$ cat src/rtl/gsa_ram.sv
// Generic single-write, single-read RAM with registered read data.
// No dependencies.
module gsa_ram #(
  parameter int WIDTH = 32,
  parameter int DEPTH = 32,
  localparam int AW = (DEPTH > 1) ? $clog2(DEPTH) : 1
) (
  input  logic             clk_i,
  input  logic             we_i,
  input  logic [AW-1:0]    waddr_i,
  input  logic [WIDTH-1:0] wdata_i,
  input  logic             re_i,
  input  logic [AW-1:0]    raddr_i,
  output logic [WIDTH-1:0] rdata_o
);

  logic [WIDTH-1:0] mem_q [DEPTH];
  logic [WIDTH-1:0] rdata_q;

  always_ff @(posedge clk_i) begin
    if (we_i) begin
      mem_q[waddr_i] <= wdata_i;
    end
    if (re_i) begin
      rdata_q <= mem_q[raddr_i];
    end
  end

  assign rdata_o = rdata_q;

endmodule

$ cat config.mk
export PLATFORM = sky130hd
export DESIGN_NAME = gsa_ram
export DESIGN_NICKNAME = d
export VERILOG_FILES = /design/src/rtl/gsa_ram.sv
export SDC_FILE = /design/constraint.sdc
export NUM_CORES = 1
export LEC_CHECK = 0
export ABC_AREA = 1
export BUFFER_PORTS_ARGS = -buffer_cell sky130_fd_sc_hd__buf_4
export CORE_UTILIZATION = 55
export CTS_BUF_LIST = sky130_fd_sc_hd__clkbuf_8
export CTS_CLUSTER_DIAMETER = 40
export DETAILED_ROUTE_END_ITERATION = 7
export PLACE_DENSITY = 0.72
export SYNTH_ARGS = -nofsm -noshare
export SYNTH_HDL_FRONTEND = slang
export SYNTH_SLANG_ARGS = --single-unit
$ cat constraint.sdc
create_clock -name clk_i -period 2.8 [get_ports clk_i]
set_input_delay 0.14 -clock clk_i [delete_from_list [all_inputs] [get_ports clk_i]]
set_output_delay 0.14 -clock clk_i [all_outputs]
set_load 0.05 [all_outputs]
# == Yosys cells after proc, flatten, opt, wreduce, memory -nomap -nowiden ==
# Memory sizes are Yosys's and may differ from the RTL's. A register that Yosys moved wholly into a read port is not among the register bits.
# Index checks and enable logic that the tools add are counted.
# Widths: inputs -> output; s select.
# op_classes
n_mux,2
# op_table
operator,count
$mux 1,2
# totals
ff_bits,0
ram_bits,1024
inputBits,45
output_inout_bits,32
elab_cells,3
mem_count,1
# mem_list
name,depth,word_bits,rd,rd_ports_with_merged_regs,wr,line,rtl
mem_q,32,32,1,1,1,17,logic [WIDTH-1:0] mem_q [DEPTH];

# == Depth between registers and ports, before layout ==
# Gate-level depths: netlist (run 1).
# depth
depth_word,2
depth_mapped,12
mapped_depth_nobuf,9

# == Worst setup path after synthesis (run 1) ==
# OpenSTA, ideal clock, no wires.
# synth_path
path_type,input to register
startpoint,input waddr_i[0]
endpoint,memory mem_q[0][0] (enable)
setup_time_ns,0.421
arrival_time_ns,1.795
t_required_ns,2.379
slack_ns,0.584
cell_stages,3
path_buffers,0
cell_sequence,inv_1 nand3_1 nor2_1
# synth_rtl
element,line,rtl
from (decl),10,"input logic [AW-1:0] waddr_i,"
to (decl),17,
# Straight into the memory's write port.

# == Worst setup path in the final report (run 1) ==
# layout_path
startpoint,register rdata_q[15] (netlist: rdata_o[15]) (read register of mem_q)
endpoint,output rdata_o[15]
# layout_rtl
element,line,rtl
from (decl),18,logic [WIDTH-1:0] rdata_q;
to (decl),14,output logic [WIDTH-1:0] rdata_o
# No word-level cell between the ends.

==> run metrics, run 1 <==
WP buf/inv 1; Clock Skews 0.02937 ns; Tcrit/Tclk final 65.70%; placed inst area 44390 µm²; Final Setup Violations 0; Overall Global Routing Usage 28.20%; clock slew at reported path FFs 0.06 ns; mean routed wirelength per cell 22.63 µm; root buffer cell clkbuf_8; final core utilization 62.27%; DP Wirelength 51.96 mm; most frequent cells in the layout 1440 x nand2_1, 1056 x edfxtp_1, 780 x nand3_1; Min-Delay Startpoint waddr_i[1]; Period minus WS final 1.840 ns; cells resized by post-CTS repair 0; unrepaired setup endpoints after global routing false; setup bufs post-CTS 0; TritonCTS clock tree done; Vias/cell 5.765; Fmax 0.5436 GHz; Final Cell Area 47610 µm²; Power Total 31.40 mW; CP delay by family, top flip-flops; status finished clean; Setup crit start rdata_o[15]; gp weighted congestion 0.7870; Post-Place Worst Slack 0.8057 ns; Ys Warns 0; syn_nets 3581; die extent in y 280.7 µm; Clock Power Share 36.7%; non-filler cells, final 4819; worst path required time 2.66 ns; max incr delay on CP 0.60 ns; die area 78800 µm²; Pre-antenna DRT Iters 6; critical path class flop to primary output; slowest CP cell edfxtp_1; Pint 23.94 mW; critical path fanouts, max 1; Max-cap violations 0; sequential share of power 56.4%; worst-path cell chain buf_4; largest net degree at the start of global routing 166; P_leak 17.51 nW; Slew Viols, Final 0; register area share after synthesis 74.22%; flops & latches, synth 1056; Starting Density 55.88%; Post-Synthesis Cells 3536; I/O pin cnt 77; sequential cell area 31710 µm²; Setup crit start kind flop; Combinational Power Share 6.9%; Worst Tran Pin Value 0.9435 ns; Hold Path Class input pin to flop; detailed-route DRC error count 0; CORE AREA 76450 µm²; final count of hold timing violations 0; clock network latency to the later pin of the worst-skew pair 0.81 ns; die width 280.7 µm; synthesized area 42730 µm²; CTS Buf Count 163; Rows 101; Mean Syn Cell Area 12.08 µm²; Yosys cell types 13; clock buffer depth 3; vias in the first global route 26690; total congestion overflow 0; area occupied by multi-input gates 9669 µm²; initial antenna violation count 4; TNS Setup 0 ns; IO Port Bufs 76; power per cell area 659.5 nW/µm²; VDD IR-drop max 0.0004317 V; CTS sink count 1056; share of layout cells above drive strength 1 10.11%; H-tree levels 4; global-route wire length before repair 163.0 mm; Fillers 5718; Initial DRC Count 3191; most common cell after layout, fill and taps aside nand2_1; CP Capture Type primary output; Worst EP arrival 1.70 ns; Slew HR 37.10%; setup ws final 0.9603 ns; WL final 109.1 mm; Net Sw Frac 23.74%; ANT nets after route 0; Layout area overhead 11.42%; r2r startpoint mem_q[17][20]; Switch Pwr 7.456 mW; hold slack 0.05637 ns; via count 27780; Final nets 3714; Cells after DPL 4499
timing repair:
action,4_1_cts,5_1_grt
hold buffers,35,0
endpoints found under the setup margin,0,0
endpoints found under the hold margin,1066,0
logic make-up (layout without fill, tap and decap cells):
family / after synthesis / in the layout / synth area share, %
other: 0 / 1 / 0
and+or+nand+nor: 2252 / 2252 / 22.07
DFF: 1056 / 1056 / 74.22
buffers and inverters: 228 / 480 / 3.713
flip-flops by register name, indices dropped and copies added (netlist names):
| signal | flops |
|---|---|
| mem_q | 1024 |
| rdata_o | 32 |
synthesized netlist by cell type (all sizes together):
cell type	number	area [µm²]
buf	194	1451
clkbuf	24	90.09
edfxtp	1056	31710
inv	10	45.05
nand2	1440	5405
nand3	780	3904
nor2	32	120.1
worst reg2reg max path: cells and delay by family (launching register included):
family,cells,cell delay [ns]
flops,1,0.38
simple gates,8,0.70
per-layer routing:
layer / share of wire, % / routed length (µm) / global-route usage [%]
met5: 0.037 / 40 / 0
met3: 9.0 / 9795 / 5.861
met2: 48 / 51930 / 45.13
met1: 40 / 43510 / 37.80
met4: 3.5 / 3802 / 11.74
area by class of cell:
type | instances | share of cell area (%)
Clock buffer | 167 | 4.828
Tap cell | 1030 | 2.707
Clock inverter | 117 | 1.191
Multi-Input combinational cell | 2252 | 20.31
Antenna cell | 1 | 0.005256
Timing Repair Buffer | 186 | 4.208
Sequential cell | 1056 | 66.61
Inverter | 10 | 0.1419
power by group through the flow:
stage / Sequential [mW] / Combinational, mW / Clock (mW)
floorplan: 18.2 / 1.21 / 0
global placement: 18.0 / 2.06 / 0
detailed placement: 18.0 / 2.09 / 0
CTS: 17.7 / 2.14 / 11.6
global route: 17.7 / 2.36 / 12.4
finish: 17.7 / 2.16 / 11.5
final timing paths:
kind / depth (start not counted) / to / slack [ns]
worst min-delay path: 4 / mem_q[3][9] / 0.06
worst max-delay path: 1 / rdata_o[15] / 0.96
worst max register to register: 8 / rdata_o[20] / 1.47
worst min register to register: 8 / rdata_o[24] / 0.82
No activity file was read; power rests on OpenSTA's default activity.
==> run 2, diff against run 1 <==
--- a/config.mk
+++ b/config.mk
@@ -5,7 +5,7 @@
 export SDC_FILE = /design/constraint.sdc
 export NUM_CORES = 1
 export LEC_CHECK = 0
-export ABC_AREA = 1
+export ABC_AREA = 0
 export BUFFER_PORTS_ARGS = -buffer_cell sky130_fd_sc_hd__buf_4
 export CORE_UTILIZATION = 55
 export CTS_BUF_LIST = sky130_fd_sc_hd__clkbuf_8
==> constraint.sdc (replaced) <==
create_clock -name clk_i -period 1.7 [get_ports clk_i]
set_input_delay 0.085 -clock clk_i [delete_from_list [all_inputs] [get_ports clk_i]]
set_output_delay 0.085 -clock clk_i [all_outputs]
set_load 0.05 [all_outputs]
==> run 2 against run 1 <==
  * The run now ends with DRC left
  * Synthesized cell count is 36% lower
  * Die area is 4.5% lower
  * Non-clock buffer count is 123 higher
  * Combinational power is 57% higher
  * Sequential power is 65% higher
  * Critical path type is now input pin to flop
  * Critical endpoint is now rdata_o[7]
  * Largest cell class unchanged
  * Largest power group unchanged
==> run metrics, run 2 <==
final count of hold timing violations 0; top-count cell post-synth edfxtp_1; detailed-route DRC error count 4; Hold Path Class input pin to flop; ANT nets after route 0; total congestion overflow 0; Starting Density 55.74%; slowest CP cell dlygate4sd3_1; Rows 99; unrepaired setup endpoints after global routing false; Post-Synthesis Cells 2260; H-tree levels 4; syn_nets 2305; I/O pin cnt 77; Slew Viols, Final 0; IO Port Bufs 76; Compound-Gate Fraction of Synth Area 4.808%; synthesized area 40810 µm²; Pre-antenna DRT Iters 7; Initial DRC Count 2157; max reg flops 1024; setup ws final 0.06446 ns; worst-path cell chain dlygate4sd3_1 -> buf_4 -> and2b_4 -> buf_4 -> buf_4 -> a22o_1 -> nor3_1 -> a31oi_1 -> nand3_2; register area share after synthesis 77.71%; Max-cap violations 0; number of synthesized flops with an enable pin 1056; most frequent cells in the layout 1056 x edfxtp_1, 512 x mux2i_1, 166 x clkbuf_8, 166 x buf_4, 106 x buf_12; Worst EP arrival 2.12 ns; Worst Tran Pin Value 0.6273 ns; VDD IR-drop max 0.0006709 V; Setup crit start kind input pin; CP delay by family, top buffers and inverters; Cells after DPL 3365; die width 274.4 µm; share of layout cells above drive strength 1 18.64%; Vias/cell 6.103; Final Setup Violations 0; status finished with violations; max incr delay on CP 0.55 ns; initial antenna violation count 4; mean routed wirelength per cell 27.01 µm; DP Wirelength 58.16 mm; global-route wire length before repair 144.5 mm; Synth top area share 77.71%; Slew HR 58.18%; XOR/XNOR share of the synthesized area 0%; critical path class input pin to flop; Clock Skews 0.02768 ns; CORE AREA 73210 µm²; Post-synth top cells 1056 x edfxtp_1, 512 x mux2i_1, 98 x nand2_1, 98 x nand3_1; Final nets 2650; Post-Place Worst Slack -0.2229 ns; largest family of logic cells by synthesized area multiplexers; adder-cell area share of the yosys netlist 0%; mux cell area share after synthesis 12.56%; power per cell area 1064 nW/µm²; Post-synth ARST share 0%; clock slew at reported path FFs 0.06 ns; die area 75280 µm²; Ys Warns 0; vias in the first global route 22640; Layout area overhead 17.96%; largest area contributor in the netlist edfxtp_1; reg2reg path depth 6; worst path required time 2.19 ns; Tcrit/Tclk final 96.21%; Top reg by flops mem_q; P_leak 17.14 nW; CTS sink count 1056; clock network latency to the later pin of the worst-skew pair 0.81 ns; CTS Buf Count 161; Hold Crit Depth 5; simple logic cell fraction of the synthesized area 3.075%; Synth Flop Type edfxtp_1; TritonCTS clock tree done; via count 22500; die extent in y 274.4 µm; WP buf/inv 4; Period minus WS final 1.636 ns; ranking of synthesized cells by area edfxtp_1 78%, mux2i_1 13%, a22oi_1 1.8%, a22o_1 1.4%, nand3_1 1.2%; Stages on worst setup path 9; Mean Syn Cell Area 18.06 µm²; root buffer cell clkbuf_8; cell mode on critical path buf_4; Fmax 0.6114 GHz; gp weighted congestion 0.8158; CP Capture Type flop; hold slack 0.1055 ns; setup bufs post-CTS 0; largest net degree at the start of global routing 39; Overall Global Routing Usage 26.77%; most common cell after layout, fill and taps aside edfxtp_1; flops & latches, synth 1056; TNS Setup 0 ns; Yosys cell types 24; non-filler cells, final 3687; Power Total 51.23 mW; clock buffer depth 3; failing checks DRC; critical path fanouts, max 11; WL final 99.59 mm
run 2: timing repair:
item,in CTS,in global routing
endpoints found under the setup margin,0,2
resized for setup,0,2
hold buffers,36,0
hold endpoints to repair,1059,0
run 2: final timing paths:
check / startpoint / end / slack, ns
hold reg to reg: mem_q[16][13] / rdata_o[13] / 0.65
setup reg to reg: mem_q[4][8] / rdata_o[8] / 0.11
hold / removal: waddr_i[0] / mem_q[12][27] / 0.11
setup / recovery: raddr_i[2] / rdata_o[7] / 0.06
run 2: tightest hold or removal path, delay by kind of cell:
kind	cells	cell delay, ns
buffers and inverters	3	0.42
AND/OR/NAND/NOR	2	0.22
run 2: report_power, final:
| part | internal (mW) | switching (mW) | total, mW |
|---|---|---|---|
| clock network | 9.35 | 9.31 | 18.7 |
| logic | 1.28 | 2.10 | 3.39 |
| registers | 29.1 | 0.125 | 29.2 |
run 2: through the flow:
step	instance area (µm²)	utilization, %
finish	48130	65.75
global route	48130	65.75
CTS	48120	65.73
detailed placement	44900	61.34
global placement	44900	61.34
floorplan	40930	-
run 2: layout make-up:
class                   instances  area [µm²]
multi-input cells            1077        8621
diodes                          2       5.005
fillers                      4737       25070
repair buffers                309        3744
clock buffers                 166        2285
clock inverters               118       568.0
flip-flops and latches       1056       31710
well taps                     959        1200
run 2: cell families after synthesis:
family | after synthesis
flip-flops | 1056
AND/OR/NAND/NOR | 277
buffers and inverters | 127
AO/OA/AOI/OAI | 288
multiplexers | 512
run 2: metal layers:
| metal | routed length, µm | GRT usage, % | part of all wire (%) | vias to the layer above |
|---|---|---|---|---|
| met5 | 37 | 0 | 0.037 | - |
| met4 | 2471 | 8.538 | 2.5 | 6 |
| met3 | 7449 | 4.624 | 7.5 | 188 |
| met2 | 49060 | 43.91 | 49 | 1058 |
| met1 | 40570 | 36.66 | 41 | 11510 |
| li1 | - | - | - | 9740 |
