[config.mk]
export PLATFORM = sky130hd
export DESIGN_NAME = gsa_ffz
export DESIGN_NICKNAME = d
export VERILOG_FILES = /design/src/rtl/gsa_ffz.sv
export SDC_FILE = /design/constraint.sdc
export NUM_CORES = 1
export LEC_CHECK = 0
export BUFFER_PORTS_ARGS = -buffer_cell sky130_fd_sc_hd__clkbuf_2
export CAP_MARGIN = 5
export CORE_AREA = 5 5 42 44
export DETAILED_ROUTE_END_ITERATION = 8
export DIE_AREA = 0 0 47 49
export PLACE_DENSITY = 0.72
export SYNTH_ARGS = -nofsm -noshare
export SYNTH_HDL_FRONTEND = slang
export SYNTH_SLANG_ARGS = --single-unit
export TNS_END_PERCENT = 20
[constraint.sdc]
create_clock -name vclk -period 1.07
set_input_delay 0.1605 -clock vclk [all_inputs]
set_output_delay 0.1605 -clock vclk [all_outputs]
set_load 0.01 [all_outputs]
[src/rtl/gsa_ffz.sv]
// Find the lowest clear bit of a vector (priority encoder).
// No dependencies.
module gsa_ffz #(
  parameter int N = 32,
  localparam int IW = (N > 1) ? $clog2(N) : 1
) (
  input  logic [N-1:0]  vec_i,
  output logic          found_o,
  output logic [IW-1:0] idx_o
);

  always_comb begin
    found_o = 1'b0;
    idx_o   = '0;
    for (int i = N - 1; i >= 0; i--) begin
      if (!vec_i[i]) begin
        found_o = 1'b1;
        idx_o   = IW'(i);
      end
    end
  end

endmodule

## Word level (Yosys, flattened, before mapping)

Index checks and enable logic that the tools add are counted.

- Muxes and demuxes: 64

Operators with widths:

| kind | count |
|---|---|
| $mux 5 | 32 |
| $mux 1 | 32 |

- Bits in registers: 0
- Input port bits: 32
- Output and inout port bits: 6
- Word-level logic and storage cells: 64

## Depth between registers and ports, before layout

Gate-level depths: netlist of run 1.

- Word-level depth: 32
- Gate-level depth with buffers: 5
- Gate-level depth less buffers: 5

## Worst setup path after synthesis of run 1

No wires, ideal clock.

- Path type: input port to output port
- From: in vec_i[2]
- To: out idx_o[4]
- Arrival: 0.968 ns
- Required time: 0.910 ns
- Slack: -0.058 ns
- Stages: 3
- Path buffers: 0
- Cell sequence: nand4_1 or3_4 nor4_2

- Longest elaborated chain between the ends: 3

RTL lines:

| element | line | RTL |
|---|---|---|
| start, declared | 7 | `input logic [N-1:0] vec_i,` |
| $mux 5 (3 in a row) | 16 | `if (!vec_i[i]) begin` |
| end, declared | 9 | `output logic [IW-1:0] idx_o` |

No other way between the ends.

## Final worst setup path of run 1

- From: in vec_i[31]
- To: out idx_o[0]

- Longest elaborated chain between the ends: 32

RTL lines:

| element | line |
|---|---|
| $mux 5 (32 in a row) | 16 |

No other way between the ends.

==> results.md, run 1 <==
* Status: finished, violations left
* Failing checks: negative setup slack
* Fmax achieved at about 740 MHz
* Wirelength per Cell at 11.7 um
* Postcts setup bufs at 0
* Final WS setup at -277 ps
* Flop pwr share at 0
* Crit path DAT at 1190 ps
* Initial Util at 0.280
* FFs & Latches at 0
* DRC at 0
* Reg area at 0 um^2
* Power per Cell Area at 295 nW/um^2
* Combinational group share of total power at 1.000
* Mapped Area at a little under 400 um^2
* Post-DP HPWL at 1420 um
* Largest net degree at the start of global routing at 5
* Final #Nets at 156
* Setup CP Type: in2out
* Fin. max-slew vios at 0
* Post-Synth XOR/XNOR Area at 0
* CP Launch Type: input port
* Count of cell types in the netlist at 22
* Syn Area/Cell at about 6.0 um^2
* Ant diodes at 0
* # IOs at 38
* Largest family of logic cells by synthesized area: simple AND/OR/NAND/NOR gates
* Die Area at 2300 um^2
* DRT Pass-1 Iters at 4
* Syn nets at 98
* Sw Pwr at 0.000110 W
* RSZ-0062 raised after global routing: yes
* Worst ir drop on vdd at about 0.15 mV
* GRT Total Usage at 0.145
* Via Count at 732
* Layout clock buffer count at 0
* GPL Wtd Cong at 0.811
* Area grow syn2layout at 102%
* P_leak at 0.390 nW
* Share of cells above drive strength 1 at 0.533
* Pre-CTS setup slack at -278 ps
* Internal power at approximately 0.00012 W
* CORE AREA at 1400 um^2
* Routed WL at 1610 um
* Worst-path maximum fanout at 3
* Multi-input logic area at 408 um^2
* # Max-Cap Violations at 0
* Fin Setup TNS at -1240 ps
* Complex-gate fraction of the synthesized area at 0.360
* IO Port Bufs at 38
* Setup violators final at 6
* Register area share after synthesis at 0
* Switching Share at 0.472
* Final core utilization at 0.567
* Antenna viol nets, final at 0
* Synthesized instance count at 66
* Global route overflow at 0
* Starting DRT DRC Count at 7
* WP data required at 910 ps
* Vias in the first global route at 718
* Antenna violations before repair at 0
* Slew @ Worst Pin at 266 ps
* Die Span X at between 40 and 50 um
* First-pass GRT wire length at 2700 um
* Fill cells at 144
* Post-Synth Adder-Cell Area at 0
* Slew margin rel. at 0.821
* Count of yosys warnings during synthesis at 0
* Final hold vios at 0
* FP Rows at 14
* Mux cell area share after synthesis at 0
* Simple-Gate Fraction of Synth Area at 0.583
* Fin crit period at 1350 ps
* Vias/cell at between 5 and 6
* Hold Crit Class: in2out
* CP endpoint kind: primary output
* Post-route clock period utilization at 1.26
* Clock power share at 0
* Die Span Y at roughly 49 um
==> critical path: stages <==
cell	delay, ps
clkbuf_2	90
nand3b_1	150
nand3_1	120
a31oi_2	120
a2111oi_4	200
o221a_2	240
buf_6	100
==> cell families after synthesis <==
logic type	after synthesis
buf+inv	6
compound gates	21
simple gates	39
==> routing by layer <==
| layer | vias up | GRT usage | wire, um |
|---|---|---|---|
| li1 | 376 | - | - |
| met1 | 327 | 0.180 | 620 |
| met2 | 29 | 0.253 | 830 |
| met3 | 0 | 0.0148 | 160 |
| met4 | 0 | 0.0323 | 0 |
| met5 | - | 0 | 0 |
==> cells in the final DEF, fill, tap and decap left out, types with 2 or more instances in the layout <==
cell	instances
o2111ai_1	2
o21ai_1	3
buf_2	2
a21oi_1	4
nand3_1	6
nand2_1	11
nand3b_1	2
buf_4	17
a31oi_2	2
buf_6	2
o21ai_0	2
nand4_1	9
nor2_1	4
or3_4	2
clkbuf_2	34
inv_1	6
a31oi_1	2
==> power by group through the flow <==
stage	clock network, W	registers (W)	logic (W)
after floorplan	0	0	0.0000583
after global placement	0	0	0.000211
after detailed placement	0	0	0.000215
after CTS	0	0	0.000219
after global routing	0	0	0.000259
final	0	0	0.000234
==> cells in the mapped netlist, types with 2 or more instances <==
cell type | instances | area (um^2)
nand3_1 | 6 | 30.0
o21ai_0 | 4 | 20.0
nand3b_1 | 2 | 15.0
a21oi_1 | 5 | 25.0
o2111ai_1 | 2 | 17.5
nor2_1 | 4 | 15.0
nand4_1 | 9 | 56.3
or3_4 | 2 | 22.5
inv_1 | 6 | 22.5
a31oi_1 | 4 | 25.0
nand2_1 | 11 | 41.3
==> timing repair <==
action	4_1_cts	5_1_grt
gates resized for setup	1	11
setup endpoints to repair	6	6
hold buffers	0	0
pin swaps	0	6
gates cloned	0	0
==> final timing paths <==
check / from / to / cells past startpoint
hold / removal: vec_i[1] / idx_o[2] / 4
setup / recovery: vec_i[31] / idx_o[0] / 7
==> stage by stage <==
| step | cells | hold WS, ps | instance area (um^2) | power [W] |
|---|---|---|---|---|
| 2_1_floorplan | 66 | 434 | 402 | 0.0000583 |
| 3_3_place_gp | 138 | 671 | 747 | 0.000211 |
| 3_5_place_dp | 138 | 666 | 747 | 0.000215 |
| 4_1_cts | 138 | 668 | 756 | 0.000219 |
| 5_1_grt | 138 | 708 | 795 | 0.000259 |
| 6_report | 138 | 676 | 795 | 0.000234 |
==> layout make-up <==
type,count,share of cell area
Timing Repair Buffer,56,0.433
Multi-Input combinational cell,60,0.513
Tap cell,16,0.0252
Inverter,6,0.0283
Power figures use the tool's default switching activity.
==> inputs of run 2 (changes only) <==
==> constraint.sdc (replaced) <==
create_clock -name vclk -period 1.07
set_input_delay 0.214 -clock vclk [all_inputs]
set_output_delay 0.214 -clock vclk [all_outputs]
set_load 0.01 [all_outputs]
==> results.md, run 2 (synthesis results as in run 1) <==
* Final WS setup at -380 ps
* Flop pwr share at 0
* Critical Path Most Common Cell: clkbuf_2
* DRC at 0
* Switching Share at 0.481
* DRT Pass-1 Iters at 4
* Worst Path Buf+Inv at 3
* Critical path depth in cells at 7
* Fill cells at ~150
* Vias in the first global route at 711
* Routed WL at about 1600 um
* P_leak at 0.387 nW
* CP Launch Type: input port
* CP top delay family: compound AO/OA/AOI/OAI gates
* IO Port Bufs at 38
* Slew margin rel. at 0.810
* Worst-path maximum fanout at 2
* Postcts setup bufs at 0
* GRT Total Usage at 0.145
* CORE AREA at 1400 um^2
* # IOs at 38
* Die Area at roughly 2300 um^2
* Internal power at 0.000120 W
* Fin crit period at 1450 ps
* Die Span X at 47 um
* Layout clock buffer count at 0
* # Max-Cap Violations at 0
* Area grow syn2layout at 102%
* Ant diodes at 0
* CP Capture Point: idx_o[0]
* Post-route clock period utilization at 1.36
* Final #Nets at 156
* Vias/cell at 5.36
* Hold_buf cts at 0
* Combinational group share of total power at 1.000
* Worst stage delay on the critical path at 280 ps
* Slew @ Worst Pin at roughly 280 ps
* Failing checks: negative setup slack
* Starting DRT DRC Count at 2
* Post-DP HPWL at approximately 1400 um
* RSZ-0062 raised after global routing: yes
* CP endpoint kind: primary output
* Most frequent cells in the layout: clkbuf_2, buf_4, nand2_1
* Via Count at between 700 and 800
* Wirelength per Cell at 11.9 um
* Crit path from: vec_i[11]
* Crit path DAT at 1240 ps
* Placed cell area at about 750 um^2
* Power per Cell Area at between 200 and 300 nW/um^2
* Cells along the critical path: clkbuf_2, inv_1, o21ai_1, a21o_1, a2111oi_4, o221a_2, clkbuf_2
* Status: finished, violations left
* Fmax achieved at 689 MHz
* Hold Crit Class: in2out
* FP Rows at 14
* First-pass GRT wire length at between 2000 and 3000 um
* Global route overflow at 0
* Final hold vios at 0
* FFs & Latches at 0
* Worst ir drop on vdd at 0.140 mV
* GPL Wtd Cong at 0.811
* Fin area at 792 um^2
* Crit-path slowest cell: a2111oi_4
* Clock power share at 0
* WP data required at 860 ps
* Setup CP Type: in2out
* Tot Pwr at 0.000231 W
* Share of cells above drive strength 1 at 0.549
* Reg area at 0 um^2
* Sw Pwr at approximately 0.00011 W
* Hold_sp: vec_i[1]
* Fin. max-slew vios at 0
* Initial Util at 0.280
* Largest net degree at the start of global routing at 5
* Commonest non-fill, non-tap cell in the layout: clkbuf_2
* Antenna viol nets, final at 0
* Antenna violations before repair at 0
* Setup violators final at 6
* Die Span Y at 49 um
==> run 2: per-layer routing <==
metal	global-route usage	vias to the layer above	wire [um]
met3	0.0111	2	125
met5	0	-	0
met2	0.249	30	827
met1	0.189	332	678
met4	0.0276	0	10
li1	-	375	-
==> run 2: worst min-delay path by stage <==
stage	endpoint	slack [ps]	cells after the start
3_5_place_dp	idx_o[2]	780	4
3_3_place_gp	idx_o[2]	780	4
6_report	idx_o[2]	780	4
2_1_floorplan	idx_o[1]	540	2
4_1_cts	idx_o[2]	780	4
5_1_grt	idx_o[2]	810	4
==> run 2: tightest hold or removal path, cell delays in order <==
cell,delay (ps)
clkbuf_2,90
nand4_1,90
a21oi_1,50
clkbuf_2,120
==> run 2: area by class of cell <==
class                      count  area (um^2)  share of cell area
multi-input combinational     60          415               0.524
timing repair buffer          56          334               0.422
inverter                       6         22.5              0.0284
tap                           16         20.0              0.0253
==> run 2: repair_timing <==
action                                  CTS  global route
resized for setup                         1             9
pin swaps                                 0             4
endpoints found under the setup margin    6             6
==> run 2: power groups by stage <==
| stage | clock [W] | combinational (W) | sequential (W) |
|---|---|---|---|
| floorplan | 0 | 0.0000583 | 0 |
| global placement | 0 | 0.000211 | 0 |
| detailed placement | 0 | 0.000216 | 0 |
| CTS | 0 | 0.000220 | 0 |
| global route | 0 | 0.000255 | 0 |
| finish | 0 | 0.000231 | 0 |
==> run 2: per-stage QoR <==
step / cells / TNS (ps) / hold WS [ps] / worst slack [ps] / util
3_3_place_gp: 138 / -1920 / 778 / -401 / 0.533
3_5_place_dp: 138 / -2010 / 781 / -394 / 0.533
4_1_cts: 138 / -1970 / 782 / -393 / 0.539
6_report: 138 / -1950 / 784 / -380 / 0.565
5_1_grt: 138 / -2380 / 809 / -452 / 0.565
2_1_floorplan: 66 / -407 / 541 / -129 / -
==> inputs of run 3 (changes only) <==
--- a/config.mk
+++ b/config.mk
@@ -5,12 +5,13 @@
 export SDC_FILE = /design/constraint.sdc
 export NUM_CORES = 1
 export LEC_CHECK = 0
+export ABC_AREA = 1
 export BUFFER_PORTS_ARGS = -buffer_cell sky130_fd_sc_hd__clkbuf_2
 export CAP_MARGIN = 5
 export CORE_AREA = 5 5 42 44
 export DETAILED_ROUTE_END_ITERATION = 8
 export DIE_AREA = 0 0 47 49
-export PLACE_DENSITY = 0.72
+export PLACE_DENSITY = 0.65
 export SYNTH_ARGS = -nofsm -noshare
 export SYNTH_HDL_FRONTEND = slang
 export SYNTH_SLANG_ARGS = --single-unit
==> constraint.sdc (replaced) <==
create_clock -name vclk -period 1.65
set_input_delay 0.33 -clock vclk [all_inputs]
set_output_delay 0.33 -clock vclk [all_outputs]
set_load 0.01 [all_outputs]
==> results.md, run 3 <==
* GRT Total Usage at 0.0912
* Worst ir drop on vdd at 0.0730 mV
* Synthesized instance count at 78
* Fin area at 644 um^2
* Commonest cells in the netlist: nand2_1, nor2_1, a31oi_1, inv_1, nand4_1
* Fin crit period at 2350 ps
* First-pass GRT wire length at 1790 um
* Final hold vios at 0
* DRC at 0
* Crit-path slowest cell: buf_2
* WP data required at 1320 ps
* Critical Path Most Common Cell: nand2_1
* Initial Util at 0.237
* # Max-Cap Violations at 0
* Final core utilization at 0.460
* Post-synth top area share at 0.541
* Crit path DAT at 2020 ps
* Final WS setup at -696 ps
* P_leak at 0.373 nW
* Syn nets at 110
* Top post-synthesis cells by area: nand2_1, nor2_1, a31oi_1
* Vias/cell at between 4 and 5
* Wirelength per Cell at 7.98 um
* Worst-path maximum fanout at 2
* DRT Pass-1 Iters at 4
* Crit path from: vec_i[31]
* Slew margin rel. at 0.848
* Placed cell area at between 600 and 700 um^2
* Vias in the first global route at 482
* Cell type with the largest total area after synthesis: nand2_1
* Antenna violations before repair at 0
* Fill cells at 166
* Setup CP Type: in2out
* Die Span Y at 49 um
* Post-DP HPWL at 1060 um
* FFs & Latches at 0
* Starting DRT DRC Count at 2
* Hold_sp: vec_i[3]
* Slew @ Worst Pin at 227 ps
* Most numerous cell in the Yosys netlist: nand2_1
* Largest net degree at the start of global routing at 4
* Layout clock buffer count at 0
* RSZ-0062 raised after global routing: yes
* GPL Wtd Cong at 0.752
* Die Area at ~2300 um^2
* Fmax achieved at ~430 MHz
* CORE AREA at 1400 um^2
* CP Launch Type: input port
* IO Port Bufs at 38
* FP Rows at 14
* Fin. max-slew vios at 0
* Final #Nets at 160
* Setup violators final at 2
* Post-route clock period utilization at 1.42
* Most frequent cells in the layout: nand2_1, clkbuf_2, buf_4
* Ant diodes at 0
* Hold WS at 948 ps
* Mapped Area at about 330 um^2
* Status: finished, violations left
* Register area share after synthesis at 0
* # IOs at 38
* Fin Setup TNS at -944 ps
* Die Span X at 47 um
* Global route overflow at 0
* Hold Crit Class: in2out
* Power per Cell Area at roughly 200 nW/um^2
* Reg area at 0 um^2
* Syn Area/Cell at 4.27 um^2
* Failing checks: negative setup slack
* Routed WL at 1130 um
* Area grow syn2layout at 93.6%
* Count of yosys warnings during synthesis at 0
* Hold_buf cts at 0
* Count of cell types in the netlist at 11
* Share of cells above drive strength 1 at 0.429
* Commonest non-fill, non-tap cell in the layout: nand2_1
* Worst stage delay on the critical path at between 100 and 150 ps
* CP endpoint kind: primary output
* Antenna viol nets, final at 0
* Via Count at 647
==> run 3: cells by family (layout without fill, tap and decap cells) <==
group | after synthesis | after routing | synth area share
AO/OA/AOI/OAI | 8 | 8 | 0.165
AND/OR/NAND/NOR | 66 | 66 | 0.789
buffers and inverters | 4 | 52 | 0.0451
==> run 3: power by group <==
| group | total, W | internal, W | switching (W) |
|---|---|---|---|
| clock | 0 | 0 | 0 |
| sequential | 0 | 0 | 0 |
| combinational | 0.000127 | 0.0000672 | 0.0000593 |
==> run 3: area by class of cell <==
cell class	count	area, um^2	share of cell area
Timing Repair Buffer	48	272	0.421
Tap cell	16	20.0	0.0311
Multi-Input combinational cell	74	338	0.524
Inverter	4	15.0	0.0233
==> run 3: repair_timing <==
item / 4_1_cts / 5_1_grt
setup buffers: 0 / 0
resized for setup: 1 / 9
pin swaps: 0 / 1
setup endpoints to repair: 3 / 6
==> run 3: final timing paths <==
kind | cells past startpoint | endpoint
worst max-delay path | 33 | idx_o[0]
worst min-delay path | 3 | idx_o[1]
==> run 3: through the flow <==
stage | total power (W) | setup WS, ps | cells
after global routing | 0.000144 | -992 | 142
final | 0.000127 | -696 | 142
after CTS | 0.000123 | -748 | 142
after global placement | 0.000119 | -708 | 142
after floorplan | 0.0000450 | -415 | 78
after detailed placement | 0.000122 | -737 | 142
==> run 3: per-layer routing <==
layer | up-vias | part of all wire | global-route usage
li1 | 356 | - | -
met5 | - | 0 | 0
met2 | 19 | 0.53 | 0.161
met4 | 0 | 0 | 0
met3 | 0 | 0.078 | 0.00369
met1 | 272 | 0.39 | 0.126
==> run 3: critical path, delay by kind of cell <==
family          cells  cell delay (ps)
compound gates      1              100
simple gates       29             1320
buf+inv             3              260
